**src/mnh_ram.sv**
```systemverilog
// ----------------------------------------------------------------------------
// mnh_ram
// Generic single-port synchronous RAM with registered read.
// ----------------------------------------------------------------------------
module mnh_ram #(
    parameter int WIDTH = 8,
    parameter int DEPTH = 32
) (
    input  logic                     i_clk,
    input  logic                     i_we,
    input  logic [$clog2(DEPTH)-1:0] i_addr,
    input  logic [WIDTH-1:0]         i_wdata,
    output logic [WIDTH-1:0]         o_rdata
);
    logic [WIDTH-1:0] r_mem [DEPTH];

    always_ff @(posedge i_clk) begin
        if (i_we) begin
            r_mem[i_addr] <= i_wdata;
        end
        o_rdata <= r_mem[i_addr];
    end
endmodule

```
**config.mk**
```make
export PLATFORM = sky130hd
export DESIGN_NAME = mnh_ram
export DESIGN_NICKNAME = d
export VERILOG_FILES = /design/src/mnh_ram.sv
export SDC_FILE = /design/constraint.sdc
export NUM_CORES = 1
export LEC_CHECK = 0
export BUFFER_PORTS_ARGS = -buffer_cell sky130_fd_sc_hd__buf_4
export CORE_ASPECT_RATIO = 1.2
export CORE_MARGIN = 2
export CORE_UTILIZATION = 55
export DETAILED_ROUTE_END_ITERATION = 6
export PLACE_DENSITY = 0.71
export SLEW_MARGIN = 20
export SYNTH_ARGS = -nofsm -noshare
export SYNTH_HDL_FRONTEND = slang
export SYNTH_SLANG_ARGS = --single-unit
```
**constraint.sdc**
```tcl
create_clock -name i_clk -period 2.8 [get_ports i_clk]
set_input_delay 0.14 -clock i_clk [delete_from_list [all_inputs] [get_ports i_clk]]
set_output_delay 0.14 -clock i_clk [all_outputs]
set_load 0.05 [all_outputs]
```
* Word-level counts from Yosys, hierarchy flattened
Memories as Yosys holds them, arrays and structs flattened. A register that Yosys moved wholly into a read port is not among the register bits.
Cells that the tools add are included.
** Operators by class
- Add/sub/neg operators :: 0
- $mul :: 0
- Divide/modulo/power cells :: 0
- Order comparisons :: 0
- Eq/ne operators :: 0
- Shift-type cells :: 0
- Muxes and demuxes :: 2
- Bitwise operators :: 0
- Reduce and logical (&&, ||, !) cells :: 0
** Operators by type and width (number)
- $mux W1 :: 2
** Storage, ports and cells
- Register bits after elaboration :: 0
- Latch bits :: 0
- Memory bits (writable) :: 256
- Memory bits (read-only) :: 0
- Input port bits :: 15
- Output and inout bits :: 8
- Word-level logic and storage cells :: 3
- Memories kept :: 1
** Memory list
- r_mem :: words 32, bits a word 8, rd ports 1, clocked after memory_dff 1, write ports 1, RTL line 15 : logic [WIDTH-1:0] r_mem [DEPTH];

* Longest topological paths before layout
Gate-level depths: netlist (run 1).
- Depth after elaboration :: 2
- Mapped depth :: 7
- Depth with buffers taken out :: 4

* Least setup slack after synthesis (run 1)
No wires, ideal clock.
- Path type :: input-to-reg
- Start point :: input port i_addr[1]
- End point :: memory r_mem[27][0] (enable)
- Library setup time :: 0.383 ns
- Data arrival time :: 1.584 ns
- Required time :: 2.417 ns
- Setup slack :: 0.832 ns
- Cell stages on the path :: 5
- Buffers on the path :: 3
- Cell sequence :: clkbuf_1 > buf_2 > buf_2 > nand3_1 > nor3_1
** RTL lines
- start, declared :: RTL line 11 : input logic [$clog2(DEPTH)-1:0] i_addr,
- end, declared :: RTL line 15
Straight into the memory's write port.

==> results of run 1 <==
-- flip-flops by register name, indices dropped and copies added (netlist names) --
signal,cells
r_mem,256
o_rdata,8
-- synth_stat cells, types with 5 or more instances --
| cell type | count |
|---|---|
| dfxtp_1 | 8 |
| nor4_1 | 16 |
| clkbuf_1 | 8 |
| nand4bb_1 | 5 |
| edfxtp_1 | 256 |
| mux2i_1 | 128 |
| buf_2 | 22 |
| nand2_1 | 10 |
| nor2_1 | 29 |
| o22ai_1 | 63 |
-- power by group --
group	internal (mW)	total [mW]	switching (mW)
Clock	1.73	3.05	1.32
Combinational	0.145	0.456	0.311
Sequential	4.39	4.42	0.0236
Total	6.27	7.92	1.66
-- worst reg2reg max path: stages (launching register included) --
cell and delay (ns):
edfxtp_1 0.39, mux2i_1 0.17, o22ai_1 0.11, nor4_1 0.65, nand2_1 0.11
-- layout make-up --
| class | count | area [um2] |
|---|---|---|
| Fill cell | 1228 | 6685 |
| Multi-Input combinational cell | 277 | 2183 |
| Sequential cell | 264 | 7848 |
| Tap cell | 224 | 280.3 |
| Clock inverter | 14 | 88.84 |
| Clock buffer | 31 | 648.1 |
| Timing Repair Buffer | 55 | 441.7 |
-- metrics by stage --
step / worst slack [ns] / area [um2] / cells
after floorplan: 0.8324 / 10210 / 576
after CTS: 1.151 / 11490 / 865
after detailed placement: 0.6228 / 10750 / 820
final: 1.108 / 11490 / 865
after global routing: 1.033 / 11490 / 865
after global placement: 0.6569 / 10750 / 820
-- cell families after synthesis --
logic type      count (synthesis)  synth area share [%]
flops                         264                 76.89
mux                           128                 12.55
simple gates                   85                 4.855
compound gates                 64                 3.984
buf+inv                        35                 1.716
-- path summary, 6_finish.rpt --
path	cells past startpoint	endpoint
max	6	o_rdata[2]
min	1	r_mem[19][4]
max reg2reg	4	o_rdata[2]
min reg2reg	4	o_rdata[3]
-- metal layers --
| metal | vias up | track usage, % |
|---|---|---|
| met4 | 0 | 10.57 |
| met5 | - | 0 |
| met1 | 2671 | 29.17 |
| li1 | 2416 | - |
| met3 | 60 | 3.395 |
| met2 | 187 | 36.78 |
==> impl_metrics.tcl, run 1 <==
set metrics [dict create \
    cts-root-buf "clkbuf_16" \
    post-route-util_pct 63.22 \
    avgSynthCellArea_um2 17.72 \
    setup_viol 0 \
    antenna_found_initial 0 \
    whs_ns 0.06707 \
    max-cap-violations 0 \
    first_global_vias 5389 \
    arrival_ns 2.06 \
    cts_resized 0 \
    synth_edf_count 256 \
    diodes 0 \
    cts-hold-fix-buffers 0 \
    crit_fanout 52 \
    drt-total-wl_mm 21.52 \
    synth_area_leaders "edfxtp_1 (75%), mux2i_1 (13%), o22ai_1 (3.9%)" \
    worst_pin_slew_ns 0.7966 \
    gr-total-overflow 0 \
    ys_types 24 \
    startpoint "i_addr[1]" \
    track_usage_pct 22.29 \
    dr_wl_met2_mm 10.65 \
    slowest_delay_ns 0.65 \
    hold_viol_final 0 \
    dieHeight_um 153.2 \
    grt_max_degree 53 \
    total_power_mw 7.924 \
    crit_family "buffers and inverters" \
    hpwl_mm 13.47 \
    async_reset_ff_share_pct 0 \
    core_region_area_um2 18170 \
    remaining_drc_errors 0 \
    drive_above_1_share_pct 14.20 \
    drt_iter0_drc 434 \
    p_leak_nw 4.012 \
    grt_pass1_wl_mm 32.41 \
    start_util_pct 56.15 \
    endpoint_kind "register" \
    path_clk_slew_ns 0.06 \
    rows 54 \
    final_cell_mix "edfxtp_1 (256), mux2i_1 (128), o22ai_1 (63)" \
    fin_crit_sh_pct 60.42 \
    clock_latency_ns 0.51 \
    cpMaxStageDelayCell "nor4_1" \
    via_per_inst 6.166 \
    ys_ff_latch 264 \
    syn_to_final_growth_pct 12.58 \
    clock_path_buffers 3 \
    maxSlewHeadroom_pct 46.69 \
    cts_setup_buffers 0 \
    finClkSkew_ns 0.01369 \
    ir_drop_uv 611.8 \
    ys.flop_type "edfxtp_1" \
    io_buffers 22 \
    regToRegSetupSlack_ns 1.23 \
    num_vias 5334 \
    power.density_nw_per_um2 689.6 \
    outcome "complete, no violations" \
    path_cells "buf_6 > buf_4 > mux2i_1 > o22ai_1 > nor4_1 > nand2_1" \
    synth_area_um2 10210 \
    required_ns 3.17 \
    yosys.area.top_type "edfxtp_1" \
    critPathKind "in -> reg" \
    max_freq_mhz 591.1 \
    drv_slew 0 \
    r2r_start "r_mem[2][2]" \
    netlist_instances 576 \
    synth_top_area_share_pct 75.32 \
    start_kind "input port" \
    final_common_cell "edfxtp_1" \
    hp-start "i_wdata[4]" \
    routedWlPerCell_um 24.88 \
    die_x_um 128.4 \
    worst-path-buf-inv 2 \
    grt_setup_unrepaired "false" \
    seq_area_frac_synth_pct 76.89 \
    firstDrtPassIters 7 \
    detail-route-antenna-nets 0 \
    layout_min_cycle_time_ns 1.692 \
    design.portCount 23 \
    cts_max_level 1 \
    m1WireLength_mm 8.494 \
    syn-num-nets 591 \
    fin_tns_setup_ns 0 \
    hp-class "in -> reg" \
    clock-sinks 264 \
    cts_tree "done" \
    cts_buffers 25 \
    synth_warnings 0 \
    design.die.area_um2 19670 \
    wl_met3_mm 1.230 \
    globalplace.congestion 0.8228 \
    layout.nets 638 \
    top_layer "met4" \
]
No activity file was read; power rests on OpenSTA's default activity.
==> inputs of run 2 (changes only) <==
Settings changed: PLACE_DENSITY 0.71 to 0.74.
Clock period 2.8 ns to 1.5 ns, I/O delays scaled along.
==> run 2 against run 1 <==
  * Largest cell class unchanged
  * Hold slack worse by 0.060 ns
  * Core utilization grew 4.7 points
  * Non-clock buffer count rose by 55
  * Die area unchanged
  * Via count rose by 4.4%
  * Total power up 93%
  * Critical endpoint is now o_rdata[5]
  * Clock-buffer cell count increased by 2
  * Sequential cell count stayed put
  * Worst setup slack got worse by 1.1 ns
  * Clock skew shrank 0.0023 ns
==> impl_metrics.tcl, run 2 (synthesis gave the netlist of run 1 again) <==
set metrics [dict create \
    num_vias 5568 \
    die_x_um 128.4 \
    detail-route-antenna-nets 0 \
    path_clk_slew_ns 0.07 \
    dpl_cell_area_um2 11450 \
    critPathKind "reg -> reg" \
    largest_reg_flops 256 \
    p_int_mw 12.02 \
    endpoint "o_rdata[5]" \
    startpoint "r_mem[26][5]" \
    fin_crit_sh_pct 97.58 \
    p_leak_nw 4.353 \
    crit_fanout 1 \
    regMostFlops "r_mem" \
    routedWlPerCell_um 24.11 \
    r2r_start "r_mem[26][5]" \
    clock_power_share_pct 39.2 \
    cts_buffers 25 \
    rr_endpoint "o_rdata[5]" \
    start_util_pct 56.15 \
    clock_path_buffers 3 \
    syn_to_final_growth_pct 21.00 \
    timing.final.ws_setup_ns 0.03637 \
    max_freq_mhz 683.2 \
    finClkSkew_ns 0.01139 \
    fillCellCount 1172 \
    drv_slew 0 \
    layout.nets 693 \
    gr-total-overflow 0 \
    grt_pass1_wl_mm 33.75 \
    arrival_ns 1.86 \
    antenna_found_initial 0 \
    io_buffers 22 \
    grt_max_degree 33 \
    diodes 0 \
    firstDrtPassIters 5 \
    track_usage_pct 23.24 \
    drive_above_1_share_pct 25.97 \
    globalplace.congestion 0.8314 \
    start_kind "register" \
    core_region_area_um2 18170 \
    cts_max_level 1 \
    drt-total-wl_mm 22.21 \
    grt_setup_unrepaired "true" \
    ir_drop_uv 1132 \
    outcome "complete, no violations" \
    max-cap-violations 0 \
    setup_viol 0 \
    fin_area_um2 12350 \
    rr_worst_depth 6 \
    final_common_cell "edfxtp_1" \
    swShare_pct 21.26 \
    maxSlewHeadroom_pct 66.24 \
    regToRegSetupSlack_ns 0.04 \
    dieHeight_um 153.2 \
    p_comb_share_pct 6.8 \
    via_per_inst 6.046 \
    top_regs "r_mem x256, o_rdata x8" \
    seq_power_share_pct 54.0 \
    post-route-util_pct 67.95 \
    rows 54 \
    power.density_nw_per_um2 1236 \
    multiInputGateArea_um2 2440 \
    hpwl_mm 14.51 \
    fin_cells 921 \
    dp.cells 868 \
    cts-root-buf "clkbuf_16" \
    hp-class "in -> reg" \
    required_ns 1.90 \
    first_global_vias 5645 \
    fin_tns_setup_ns 0 \
    layout_min_cycle_time_ns 1.464 \
    drt_iter0_drc 586 \
    p_sw_mw 3.245 \
    cts_tree "done" \
    design.portCount 23 \
    design.die.area_um2 19670 \
    ff_latch_area_um2 7848 \
    worst_pin_slew_ns 0.5018 \
    post-place-ws_ns -0.4828 \
    remaining_drc_errors 0 \
    clock_latency_ns 0.53 \
    hold_viol_final 0 \
    endpoint_kind "register" \
    clock-sinks 264 \
    final_cell_mix "edfxtp_1 (256), mux2i_1 (127), buf_4 (89)" \
]
## run 2: cell types whose count changed in the layout (fill, tap and decap cells not counted), moves of 4 or more
| cell | delta |
|---|---|
| dlygate4sd3_1 | +7 |
| nor2_1 | -28 |
| nor3_1 | -4 |
| nor3_4 | +4 |
| nor2_2 | +13 |
| buf_4 | +37 |
| nor4_1 | -5 |
| nor2_4 | +15 |
| buf_12 | +11 |
## run 2: routing by layer
metal | vias up | wire, um | share of wire (%) | track usage, %
met5 | - | 0 | 0 | 0
met4 | 0 | 549 | 2.5 | 7.012
met3 | 37 | 1023 | 4.6 | 3.080
met2 | 164 | 11540 | 52 | 40.07
met1 | 2835 | 9095 | 41 | 30.93
li1 | 2532 | - | - | -
## run 2: critical path, cell delays in order, from the launching register on
cell      delay [ns]
edfxtp_1        0.36
mux2i_1         0.16
o22ai_1         0.17
buf_4           0.18
nor4_1          0.26
buf_4           0.15
nand2_1         0.06
## run 2: power groups by stage
stage / Combinational, mW / Sequential (mW) / Clock [mW]
6_report: 1.04 / 8.25 / 5.98
5_1_grt: 1.10 / 8.25 / 6.32
4_1_cts: 1.03 / 8.25 / 6.04
3_5_place_dp: 1.01 / 8.40 / 0
3_3_place_gp: 0.988 / 8.40 / 0
2_1_floorplan: 0.435 / 8.50 / 0
## run 2: what timing repair did
action / in CTS / in global routing
cloned: 0 / 0
hold buffers: 7 / 0
gates resized for setup: 2 / 7
setup endpoints to repair: 2 / 2
setup buffers: 0 / 0
hold endpoints to repair: 133 / 0
## run 2: layout make-up
| type | instances | share of cell area (%) |
|---|---|---|
| Sequential cell | 264 | 63.55 |
| Timing Repair Buffer | 110 | 8.176 |
| Clock buffer | 33 | 5.309 |
| Multi-Input combinational cell | 277 | 19.76 |
| Clock inverter | 13 | 0.9423 |
| Tap cell | 224 | 2.270 |
## run 2: worst min-delay path by stage
| stage | start | to | slack [ns] | cells past startpoint |
|---|---|---|---|---|
| final | i_wdata[5] | r_mem[17][5] | 0.008 | 1 |
| after global placement | i_wdata[7] | r_mem[25][7] | 0.51 | 1 |
| after detailed placement | i_wdata[7] | r_mem[25][7] | 0.52 | 1 |
| after global routing | i_wdata[5] | r_mem[17][5] | 0.01 | 1 |
| after floorplan | i_wdata[0] | r_mem[0][0] | 0.17 | 0 |
| after CTS | i_wdata[5] | r_mem[17][5] | 0.002 | 1 |
## run 2: stage by stage
stage	power (mW)	hold WS, ns
final	15.27	0.007532
after global routing	15.67	0.01045
after CTS	15.32	0.002138
after detailed placement	9.412	0.5184
after global placement	9.389	0.5055
after floorplan	8.938	0.1739
